**src/rtl/json_string_unescape_utf8_defines.svh**
```systemverilog
// assertion macros for the json string unescaper
// used by the top level only, no other dependencies
`ifndef JSON_STRING_UNESCAPE_UTF8_DEFINES_SVH
`define JSON_STRING_UNESCAPE_UTF8_DEFINES_SVH

`ifndef SYNTH
`define JSU_ASSERT_IMPL(label, clk, rst, ante, cons) \
   label: assert property (@(posedge clk) disable iff (rst) (ante) |-> (cons)) \
      else $error("jsu check failed: implication");
`define JSU_ASSERT_NEXT(label, clk, rst, ante, cons) \
   label: assert property (@(posedge clk) disable iff (rst) (ante) |=> (cons)) \
      else $error("jsu check failed: next cycle");
`else
`define JSU_ASSERT_IMPL(label, clk, rst, ante, cons)
`define JSU_ASSERT_NEXT(label, clk, rst, ante, cons)
`endif

`endif

```
**src/rtl/jsu_pkg.sv**
```systemverilog
// types, codes and helper functions of the json string unescaper
// no dependencies
package jsu_pkg;

   typedef enum logic [6:0] {
      PH_IDLE = 7'b0000001,
      PH_STR  = 7'b0000010,
      PH_ESC  = 7'b0000100,
      PH_HEXA = 7'b0001000,
      PH_BSL  = 7'b0010000,
      PH_UCH  = 7'b0100000,
      PH_HEXB = 7'b1000000
   } phase_type;

   typedef enum logic [1:0] {
      KIND_DATA  = 2'd0,
      KIND_CLOSE = 2'd1,
      KIND_ERR   = 2'd2
   } kind_type;

   typedef enum logic [2:0] {
      ERR_DELIM = 3'd0,
      ERR_CTRL  = 3'd1,
      ERR_ESC   = 3'd2,
      ERR_HEX   = 3'd3,
      ERR_SURR  = 3'd4,
      ERR_NUL   = 3'd5,
      ERR_TRUNC = 3'd6
   } err_type;

   typedef struct packed {
      logic [7:0] in_byte;
      logic       stream_end;
   } req_type;

   typedef struct packed {
      logic [7:0] out_byte;
      kind_type   kind;
      err_type    fault;
      logic       last;
   } rsp_type;

   // up to four results caused by one request
   typedef struct packed {
      logic [3:0][7:0] bytes;
      kind_type        kind;
      err_type         code;
      logic [1:0]      last_idx;
   } group_type;

   localparam logic [7:0] CHAR_QUOTE = 8'h22;
   localparam logic [7:0] CHAR_BSL   = 8'h5c;
   localparam logic [7:0] CHAR_SLASH = 8'h2f;
   localparam logic [7:0] CHAR_B     = 8'h62;
   localparam logic [7:0] CHAR_F     = 8'h66;
   localparam logic [7:0] CHAR_N     = 8'h6e;
   localparam logic [7:0] CHAR_R     = 8'h72;
   localparam logic [7:0] CHAR_T     = 8'h74;
   localparam logic [7:0] CHAR_U     = 8'h75;
   localparam logic [7:0] CHAR_SPACE = 8'h20;
   localparam logic [7:0] CHAR_LF    = 8'h0a;
   localparam logic [7:0] CHAR_CR    = 8'h0d;
   localparam logic [7:0] CHAR_TAB   = 8'h09;
   localparam logic [7:0] CHAR_BS    = 8'h08;
   localparam logic [7:0] CHAR_FF    = 8'h0c;

   localparam logic [15:0] HI_SURR_MIN = 16'hd800;
   localparam logic [15:0] HI_SURR_MAX = 16'hdbff;
   localparam logic [15:0] LO_SURR_MIN = 16'hdc00;
   localparam logic [15:0] LO_SURR_MAX = 16'hdfff;
   localparam logic [20:0] SUPP_BASE   = 21'h10000;

   function automatic group_type make_event(input kind_type kind, input err_type code);
      group_type g;
      g          = '0;
      g.kind     = kind;
      g.code     = code;
      g.last_idx = 2'd0;
      return g;
   endfunction

   function automatic group_type make_data(input logic [7:0] value);
      group_type g;
      g          = make_event(KIND_DATA, ERR_DELIM);
      g.bytes[0] = value;
      return g;
   endfunction

   // {valid, value}
   function automatic logic [4:0] hex_value(input logic [7:0] c);
      logic [4:0] r;
      r = '0;
      if (c >= 8'h30 && c <= 8'h39) begin
         r = {1'b1, c[3:0]};
      end else if ((c >= 8'h61 && c <= 8'h66) || (c >= 8'h41 && c <= 8'h46)) begin
         r = {1'b1, c[3:0] + 4'd9};
      end
      return r;
   endfunction

   function automatic group_type utf8_encode(input logic [20:0] cp);
      group_type g;
      g = make_event(KIND_DATA, ERR_DELIM);
      if (cp < 21'h80) begin
         g.bytes[0] = cp[7:0];
      end else if (cp < 21'h800) begin
         g.bytes[0] = 8'hc0 | {3'b000, cp[10:6]};
         g.bytes[1] = {2'b10, cp[5:0]};
         g.last_idx = 2'd1;
      end else if (cp < SUPP_BASE) begin
         g.bytes[0] = 8'he0 | {4'b0000, cp[15:12]};
         g.bytes[1] = {2'b10, cp[11:6]};
         g.bytes[2] = {2'b10, cp[5:0]};
         g.last_idx = 2'd2;
      end else begin
         g.bytes[0] = 8'hf0 | {5'b00000, cp[20:18]};
         g.bytes[1] = {2'b10, cp[17:12]};
         g.bytes[2] = {2'b10, cp[11:6]};
         g.bytes[3] = {2'b10, cp[5:0]};
         g.last_idx = 2'd3;
      end
      return g;
   endfunction

endpackage

```
**src/rtl/jsu_decode.sv**
```systemverilog
// parser state and escape decoding, one request per cycle while fire is high
// depends on jsu_pkg
module jsu_decode
   import jsu_pkg::*;
(
   input  logic      clock,
   input  logic      reset,
   input  logic      fire,
   input  req_type   req,
   output logic      grp_push,
   output group_type grp
);

   phase_type   phase_ff, phase_in;
   logic [1:0]  dc_ff, dc_in;
   logic [15:0] acc_ff, acc_in;
   logic [9:0]  hsb_ff, hsb_in;

   logic [7:0]  c;
   logic [4:0]  hv;
   logic [15:0] acc_next;
   logic [20:0] cp_pair;
   logic        has;
   logic        err_hit;
   err_type     err_code;
   logic        emit_hit;
   logic [20:0] emit_cp;

   assign c        = req.in_byte;
   assign hv       = hex_value(c);
   assign acc_next = {acc_ff[11:0], hv[3:0]};
   assign cp_pair  = SUPP_BASE + {1'b0, hsb_ff, acc_next[9:0]};

   always_comb begin
      phase_in = phase_ff;
      dc_in    = dc_ff;
      acc_in   = acc_ff;
      hsb_in   = hsb_ff;
      has      = 1'b0;
      grp      = make_event(KIND_DATA, ERR_DELIM);
      err_hit  = 1'b0;
      err_code = ERR_DELIM;
      emit_hit = 1'b0;
      emit_cp  = '0;

      if (req.stream_end) begin
         err_hit  = 1'b1;
         err_code = ERR_TRUNC;
      end else begin
         unique case (phase_ff) inside
            PH_STR: begin
               if (c == CHAR_QUOTE) begin
                  has      = 1'b1;
                  grp      = make_event(KIND_CLOSE, ERR_DELIM);
                  phase_in = PH_IDLE;
                  dc_in    = '0;
                  acc_in   = '0;
                  hsb_in   = '0;
               end else if (c < 8'h20) begin
                  err_hit  = 1'b1;
                  err_code = ERR_CTRL;
               end else if (c == CHAR_BSL) begin
                  phase_in = PH_ESC;
               end else begin
                  has = 1'b1;
                  grp = make_data(c);
               end
            end
            PH_ESC: begin
               phase_in = PH_STR;
               has      = 1'b1;
               case (c) inside
                  CHAR_QUOTE, CHAR_BSL, CHAR_SLASH: grp = make_data(c);
                  CHAR_B: grp = make_data(CHAR_BS);
                  CHAR_F: grp = make_data(CHAR_FF);
                  CHAR_N: grp = make_data(CHAR_LF);
                  CHAR_R: grp = make_data(CHAR_CR);
                  CHAR_T: grp = make_data(CHAR_TAB);
                  CHAR_U: begin
                     has      = 1'b0;
                     phase_in = PH_HEXA;
                     dc_in    = '0;
                     acc_in   = '0;
                  end
                  default: begin
                     has      = 1'b0;
                     err_hit  = 1'b1;
                     err_code = ERR_ESC;
                  end
               endcase
            end
            PH_HEXA, PH_HEXB: begin
               if (!hv[4]) begin
                  err_hit  = 1'b1;
                  err_code = ERR_HEX;
               end else if (dc_ff != 2'd3) begin
                  acc_in = acc_next;
                  dc_in  = dc_ff + 2'd1;
               end else if (phase_ff == PH_HEXA) begin
                  if (acc_next >= HI_SURR_MIN && acc_next <= HI_SURR_MAX) begin
                     hsb_in   = acc_next[9:0];
                     acc_in   = '0;
                     dc_in    = '0;
                     phase_in = PH_BSL;
                  end else if (acc_next >= LO_SURR_MIN && acc_next <= LO_SURR_MAX) begin
                     err_hit  = 1'b1;
                     err_code = ERR_SURR;
                  end else if (acc_next == 16'h0000) begin
                     err_hit  = 1'b1;
                     err_code = ERR_NUL;
                  end else begin
                     emit_hit = 1'b1;
                     emit_cp  = {5'b00000, acc_next};
                  end
               end else begin
                  if (acc_next < LO_SURR_MIN || acc_next > LO_SURR_MAX) begin
                     err_hit  = 1'b1;
                     err_code = ERR_SURR;
                  end else begin
                     emit_hit = 1'b1;
                     emit_cp  = cp_pair;
                  end
               end
            end
            PH_BSL: begin
               if (c != CHAR_BSL) begin
                  err_hit  = 1'b1;
                  err_code = ERR_SURR;
               end else begin
                  phase_in = PH_UCH;
               end
            end
            PH_UCH: begin
               if (c != CHAR_U) begin
                  err_hit  = 1'b1;
                  err_code = ERR_SURR;
               end else begin
                  phase_in = PH_HEXB;
                  dc_in    = '0;
                  acc_in   = '0;
               end
            end
            default: begin
               // idle, and any unused phase code
               if (c == CHAR_SPACE || c == CHAR_LF || c == CHAR_CR || c == CHAR_TAB) begin
                  phase_in = PH_IDLE;
               end else if (c == CHAR_QUOTE) begin
                  phase_in = PH_STR;
                  dc_in    = '0;
                  acc_in   = '0;
                  hsb_in   = '0;
               end else begin
                  err_hit  = 1'b1;
                  err_code = ERR_DELIM;
               end
            end
         endcase
      end

      if (emit_hit) begin
         has      = 1'b1;
         grp      = utf8_encode(emit_cp);
         phase_in = PH_STR;
         dc_in    = '0;
         acc_in   = '0;
         hsb_in   = '0;
      end

      if (err_hit) begin
         has      = 1'b1;
         grp      = make_event(KIND_ERR, err_code);
         phase_in = PH_IDLE;
         dc_in    = '0;
         acc_in   = '0;
         hsb_in   = '0;
      end
   end

   assign grp_push = fire & has;

   always_ff @(posedge clock) begin
      if (reset) begin
         phase_ff <= PH_IDLE;
         dc_ff    <= '0;
         acc_ff   <= '0;
         hsb_ff   <= '0;
      end else if (fire) begin
         phase_ff <= phase_in;
         dc_ff    <= dc_in;
         acc_ff   <= acc_in;
         hsb_ff   <= hsb_in;
      end
   end

endmodule

```
**src/rtl/jsu_queue.sv**
```systemverilog
// result group queue and byte serialiser with output register
// depends on jsu_pkg
module jsu_queue
   import jsu_pkg::*;
#(
   parameter int DEPTH = 4
)(
   input  logic      clock,
   input  logic      reset,
   input  logic      push,
   input  group_type push_grp,
   output logic      full,
   output logic      rsp_valid,
   input  logic      rsp_ready,
   output rsp_type   rsp_data
);

   localparam int PTR_W = (DEPTH > 1) ? $clog2(DEPTH) : 1;
   localparam int CNT_W = $clog2(DEPTH + 1);

   group_type        queue_ff [DEPTH];
   logic [PTR_W-1:0] wr_ptr_ff, wr_ptr_in;
   logic [PTR_W-1:0] rd_ptr_ff, rd_ptr_in;
   logic [CNT_W-1:0] count_ff, count_in;
   logic [1:0]       idx_ff, idx_in;
   logic             rsp_valid_ff, rsp_valid_in;
   rsp_type          rsp_data_ff, rsp_data_in;

   group_type head;
   logic      load;
   logic      pop;
   logic      head_last;

   assign head      = queue_ff[rd_ptr_ff];
   assign full      = (count_ff == CNT_W'(DEPTH));
   assign load      = (!rsp_valid_ff || rsp_ready) && (count_ff != '0);
   assign head_last = (idx_ff == head.last_idx);
   assign pop       = load && head_last;

   always_comb begin
      wr_ptr_in = wr_ptr_ff;
      rd_ptr_in = rd_ptr_ff;
      count_in  = count_ff;
      idx_in    = idx_ff;
      if (push) begin
         wr_ptr_in = (wr_ptr_ff == PTR_W'(DEPTH - 1)) ? '0 : wr_ptr_ff + 1'b1;
      end
      if (pop) begin
         rd_ptr_in = (rd_ptr_ff == PTR_W'(DEPTH - 1)) ? '0 : rd_ptr_ff + 1'b1;
      end
      if (push && !pop) begin
         count_in = count_ff + 1'b1;
      end else if (pop && !push) begin
         count_in = count_ff - 1'b1;
      end
      if (load) begin
         idx_in = head_last ? 2'd0 : idx_ff + 2'd1;
      end

      rsp_data_in          = rsp_data_ff;
      rsp_data_in.out_byte = head.bytes[idx_ff];
      rsp_data_in.kind     = head.kind;
      rsp_data_in.fault    = head.code;
      rsp_data_in.last     = head_last;

      if (load) begin
         rsp_valid_in = 1'b1;
      end else if (rsp_ready) begin
         rsp_valid_in = 1'b0;
      end else begin
         rsp_valid_in = rsp_valid_ff;
      end
   end

   always_ff @(posedge clock) begin
      if (push) begin
         queue_ff[wr_ptr_ff] <= push_grp;
      end
      if (load) begin
         rsp_data_ff <= rsp_data_in;
      end
   end

   always_ff @(posedge clock) begin
      if (reset) begin
         wr_ptr_ff    <= '0;
         rd_ptr_ff    <= '0;
         count_ff     <= '0;
         idx_ff       <= '0;
         rsp_valid_ff <= 1'b0;
      end else begin
         wr_ptr_ff    <= wr_ptr_in;
         rd_ptr_ff    <= rd_ptr_in;
         count_ff     <= count_in;
         idx_ff       <= idx_in;
         rsp_valid_ff <= rsp_valid_in;
      end
   end

   assign rsp_valid = rsp_valid_ff;
   assign rsp_data  = rsp_data_ff;

endmodule

```
**src/rtl/json_string_unescape_utf8.sv**
```systemverilog
// throughput: one request per cycle while the group queue is not full; results
// leave one byte per cycle while rsp_ready is high, a surrogate pair giving four
// bytes, held in a QUEUE_DEPTH-entry group queue
// reset (synchronous, active high) returns the parser to idle and empties the queue
// top level: input register, decoder, result queue; depends on jsu_pkg
`include "json_string_unescape_utf8_defines.svh"
module json_string_unescape_utf8
   import jsu_pkg::*;
#(
   parameter int QUEUE_DEPTH = 4
)(
   input  logic    clock,
   input  logic    reset,
   input  logic    req_valid,
   output logic    req_ready,
   input  req_type req_data,
   output logic    rsp_valid,
   input  logic    rsp_ready,
   output rsp_type rsp_data
);

   logic      in_valid_ff, in_valid_in;
   req_type   in_data_ff;
   logic      fire;
   logic      q_full;
   logic      grp_push;
   group_type grp;
   logic      rsp_event;

   assign fire      = in_valid_ff && !q_full;
   assign req_ready = !in_valid_ff || fire;
   assign rsp_event = rsp_valid && (rsp_data.kind != KIND_DATA);

   always_comb begin
      if (req_valid && req_ready) begin
         in_valid_in = 1'b1;
      end else if (fire) begin
         in_valid_in = 1'b0;
      end else begin
         in_valid_in = in_valid_ff;
      end
   end

   always_ff @(posedge clock) begin
      if (reset) begin
         in_valid_ff <= 1'b0;
      end else begin
         in_valid_ff <= in_valid_in;
      end
   end

   always_ff @(posedge clock) begin
      if (req_valid && req_ready) begin
         in_data_ff <= req_data;
      end
   end

   jsu_decode u_decode (
      .clock    (clock),
      .reset    (reset),
      .fire     (fire),
      .req      (in_data_ff),
      .grp_push (grp_push),
      .grp      (grp)
   );

   jsu_queue #(
      .DEPTH (QUEUE_DEPTH)
   ) u_queue (
      .clock     (clock),
      .reset     (reset),
      .push      (grp_push),
      .push_grp  (grp),
      .full      (q_full),
      .rsp_valid (rsp_valid),
      .rsp_ready (rsp_ready),
      .rsp_data  (rsp_data)
   );

   `JSU_ASSERT_IMPL(a_idle_ready, clock, reset, !in_valid_ff, req_ready)
   `JSU_ASSERT_IMPL(a_no_overwrite, clock, reset, in_valid_ff && q_full, !req_ready)
   `JSU_ASSERT_IMPL(a_event_last, clock, reset, rsp_event, rsp_data.last)
   `JSU_ASSERT_IMPL(a_event_zero, clock, reset, rsp_event, rsp_data.out_byte == 8'h00)
   `JSU_ASSERT_NEXT(a_rsp_hold, clock, reset, rsp_valid && !rsp_ready, rsp_valid)

endmodule

```
**config.mk**
```make
export PLATFORM = sky130hd
export DESIGN_NAME = json_string_unescape_utf8
export DESIGN_NICKNAME = d
export VERILOG_FILES = /design/src/rtl/jsu_pkg.sv /design/src/rtl/jsu_decode.sv /design/src/rtl/jsu_queue.sv /design/src/rtl/json_string_unescape_utf8.sv
export VERILOG_INCLUDE_DIRS = /design/src /design/src/rtl
export SDC_FILE = /design/constraint.sdc
export NUM_CORES = 1
export LEC_CHECK = 0
export BUFFER_PORTS_ARGS = -buffer_cell sky130_fd_sc_hd__buf_2
export CAP_MARGIN = 20
export CORE_MARGIN = 2
export CORE_UTILIZATION = 60
export DETAILED_ROUTE_END_ITERATION = 10
export HOLD_SLACK_MARGIN = 0.03
export PLACE_DENSITY_LB_ADDON = 0.15
export SLEW_MARGIN = 20
export SYNTH_ARGS = -nofsm -noshare
export SYNTH_HDL_FRONTEND = slang
export SYNTH_SLANG_ARGS = --single-unit
```
**constraint.sdc**
```tcl
create_clock -name clock -period 4.9 [get_ports clock]
set_input_delay 0.245 -clock clock [delete_from_list [all_inputs] [get_ports clock]]
set_output_delay 0.245 -clock clock [all_outputs]
set_load 0.05 [all_outputs]
```
==> flow_summary.yaml <==
run_status:
  outcome: "finished clean"
synthesis:
  synth_top_area_cell: "edfxtp_1"
  synth-async-reset-ratio_pct: 0
  synth_top_area_share_pct: 50.32
  ys_top_cells_by_area: "edfxtp_1 (50%), mux4_2 (9.5%), dfxtp_1 (9.1%)"
  yosys.area_share.simple_pct: 13.73
  yosys_warnings: 0
  synth-edff-count: 163
  synth_nets: 768
  yosys.area_share.adder_pct: 1.878
  yosys_register_bits: 207
  syn_avg_cell_area_sq_um: 13.13
  synth_cell_type_count: 77
  synth_compound_area_share_pct: 9.905
  synthCells: 741
  synth-xor-area-share_pct: 0.7203
  muxShareOfSynthArea_pct: 11.40
  synthFlopType: "edfxtp_1"
  syn_area_sq_um: 9727
  yosysSeqAreaShare_pct: 59.38
  synth_top_family_by_area: "simple AND/OR/NAND/NOR gates"
sta:
  timing.hold.ws_ps: 385.9
  setup-tns-final_ps: 0
  slew_violations: 0
  finalSetupViolCount: 0
  grt_setup_unrepaired: "false"
  tightest_slew_ps: 1052
  post-route-period-util_pct: 87.78
  max_freq_ghz: 0.2325
  timing.final.crit_period_ps: 4301
  timing.final.ws_setup_ps: 598.7
  fin_skew_ps: 14.07
  slew-limit-headroom_pct: 29.10
  hold_viol_final: 0
cts:
  clk_pin_slew_ps: 70
  cts_hold_buf: 11
  cts_root_buf: "clkbuf_16"
  cts_tree: "done"
  ctsLongestPathBuffers: 3
  cts.sinks: 207
  clk_latency_ps: 490
  numCtsBuffers: 21
  htreeDepth: 1
  postCtsSetupBuffers: 0
  cts_resized: 0
placement:
  hpwl_mm: 14.42
  gp_congestion: 0.9966
  pre_cts_slack_ps: 695.1
  portBuffers: 28
finish:
  n_antenna_cell: 0
  nets: 800
  multi_input_area_sq_um: 3670
  final_util_pct: 68.38
  nFillCells: 1146
  regArea_sq_um: 5777
  layout-drive-gt1-share_pct: 17.89
  area_growth_pct: 11.67
setup_path:
  worstPathMaxFanout: 9
  cp_num_cells: 14
  crit_type: "flip-flop to flip-flop"
  reg2reg_from: "in_data_ff[1]$_DFFE_PP_"
  rr_worst_depth: 14
  slowest_stage: "a21oi_1"
  cp.required_ps: 5310
  crit_chain: "inv_1 > ha_1 > nor3b_1 > nor4_1 > a21oi_1 > a31oi_1 > o211ai_4 > o21a_1 > ha_1 > inv_1 > fa_1 > xor2_1 > or3_1 > a21oi_1"
  r2r_end: "u_queue.count_ff[2]$_SDFFE_PP0P_"
  cp.arrival_ps: 4710
  r2r_setup_slack_ps: 600
  path_delay_family: "compound AO/OA/AOI/OAI gates"
  end_kind: "flip-flop"
  max_stage_delay_ps: 640
  worst-path-buf-inv: 2
  cp-startpoint: "in_data_ff[1]$_DFFE_PP_"
  setup.worst_path.end: "u_queue.count_ff[2]$_SDFFE_PP0P_"
  startpoint_type: "flip-flop"
pwr:
  p_total_mw: 4.724
  p_per_area_nw_per_um2: 434.9
  total_leakage_power_nw: 3.581
  ir_drop_v: 0.0002270
route:
  drc: 0
  routed_wl_mm: 21.89
  dr.pass1.iters: 5
  antenna_left: 0
  viasPerCell: 6.425
  wl_per_cell_microns: 21.80
  drtIter0Drc: 561
  vias: 6451
global_route:
  grtUsageMet2_pct: 43.13
  grtUsageMet3_pct: 3.742
  globalRouteTotalUtil_pct: 26.13
  grt.busiest_layer: "met2"
  grt.overflow.total: 0
  grt_pass1_vias: 6432
  grt_util_met1_pct: 36.19
  grt_max_degree: 53
  grt_pass1_wl_mm: 35.47
  antenna_found_initial: 0
die:
  initial_core_util_pct: 61.23
  io_pins: 29
  die-area_sq_um: 17250
  die_h_microns: 131.3
  rows: 46
  core_area_sq_um: 15890
  die_w_microns: 131.3
run:
  cap_violations: 0
worst_hold_path:
  hold_path_class: "input port to flip-flop"
==> routing by layer <==
layer	share of wire [%]	vias to the layer above
li1	-	2937
met3	7.1	55
met2	48	292
met5	0	-
met1	41	3167
met4	3.2	0
==> through the flow <==
step	area, sq um	instances
2_1_floorplan	9727	741
3_3_place_gp	10050	955
3_5_place_dp	10060	955
4_1_cts	10860	1004
5_1_grt	10860	1004
6_report	10860	1004
==> worst min path at each step <==
stage,to,slack [ps],depth (start not counted),from
after floorplan,in_data_ff[0]$_DFFE_PP_,340,0,req_data[0]
after global placement,in_data_ff[3]$_DFFE_PP_,420,1,req_data[3]
after detailed placement,in_data_ff[2]$_DFFE_PP_,420,1,req_data[2]
after CTS,u_decode.phase_ff[2]$_SDFFE_PP0P_,390,2,reset
after global routing,u_decode.phase_ff[2]$_SDFFE_PP0P_,430,2,reset
final,u_decode.phase_ff[2]$_SDFFE_PP0P_,390,2,reset
==> registers in the layout, summed over array words and instances (netlist names), 3 cells and up, named ones only <==
signal	count
u_queue.rsp_data	14
u_decode.hsb_ff	10
u_decode.phase_ff	7
u_decode.acc_ff	12
in_data_ff	9
u_queue.queue_ff	140
u_queue.count_ff	3
==> cell families after synthesis <==
family | after synthesis
AOI/OAI and AO/OA | 135
xor gates and xnor gates | 8
adders and majority gates | 14
buffers and inverters | 70
DFF | 207
muxes | 59
and+or+nand+nor | 248
==> area by class of cell <==
class                      count  share of cell area, %
multi-input combinational    464                  33.79
tap                          216                  2.488
timing repair buffer          53                  3.272
inverter                      26                 0.8985
clock buffer                  30                  5.621
clock inverter                 8                 0.7488
sequential                   207                  53.18
==> worst register-to-register path, delay by kind of cell, from the launching register on <==
kind / cells / cell delay (ps)
AOI/OAI and AO/OA: 5 / 1660
adders and majority gates: 3 / 850
and+or+nand+nor: 3 / 820
buffers and inverters: 2 / 230
xor gates and xnor gates: 1 / 180
DFF: 1 / 500
==> placed cells by master, fill, tap and decap left out, types with 9 or more instances in the layout <==
| cell | n |
|---|---|
| edfxtp_1 | 163 |
| nand2_1 | 58 |
| nor2_1 | 55 |
| a21oi_1 | 45 |
| dfxtp_1 | 43 |
| mux4_2 | 41 |
| buf_2 | 28 |
| nand3_1 | 24 |
| inv_1 | 23 |
| clkbuf_16 | 22 |
| o21ai_0 | 18 |
| nor3_1 | 17 |
| or3_1 | 14 |
| mux2i_1 | 14 |
| buf_4 | 14 |
| ha_1 | 13 |
| nand3b_1 | 11 |
| dlygate4sd3_1 | 11 |
| and2_1 | 9 |
==> power breakdown <==
group	internal (mW)	leakage, nW	switching [mW]
Clock	0.930	0.342	0.631
Combinational	0.373	1.39	0.616
Sequential	2.08	1.85	0.0981
Total	3.38	3.58	1.35
==> synth_stat cells, drive strengths merged, types with 7 or more instances <==
master,count
o41ai,8
buf,16
nand3b,11
ha,13
nor3,18
mux2i,14
nor2b,7
nor4,9
inv,26
nand3,24
a21oi,46
and2,9
a211oi,7
o21ai,18
nand2,58
dfxtp,44
edfxtp,163
nor2,55
o31ai,7
or3,16
mux4,41
clkbuf,28
No activity file was read; power rests on OpenSTA's default activity.
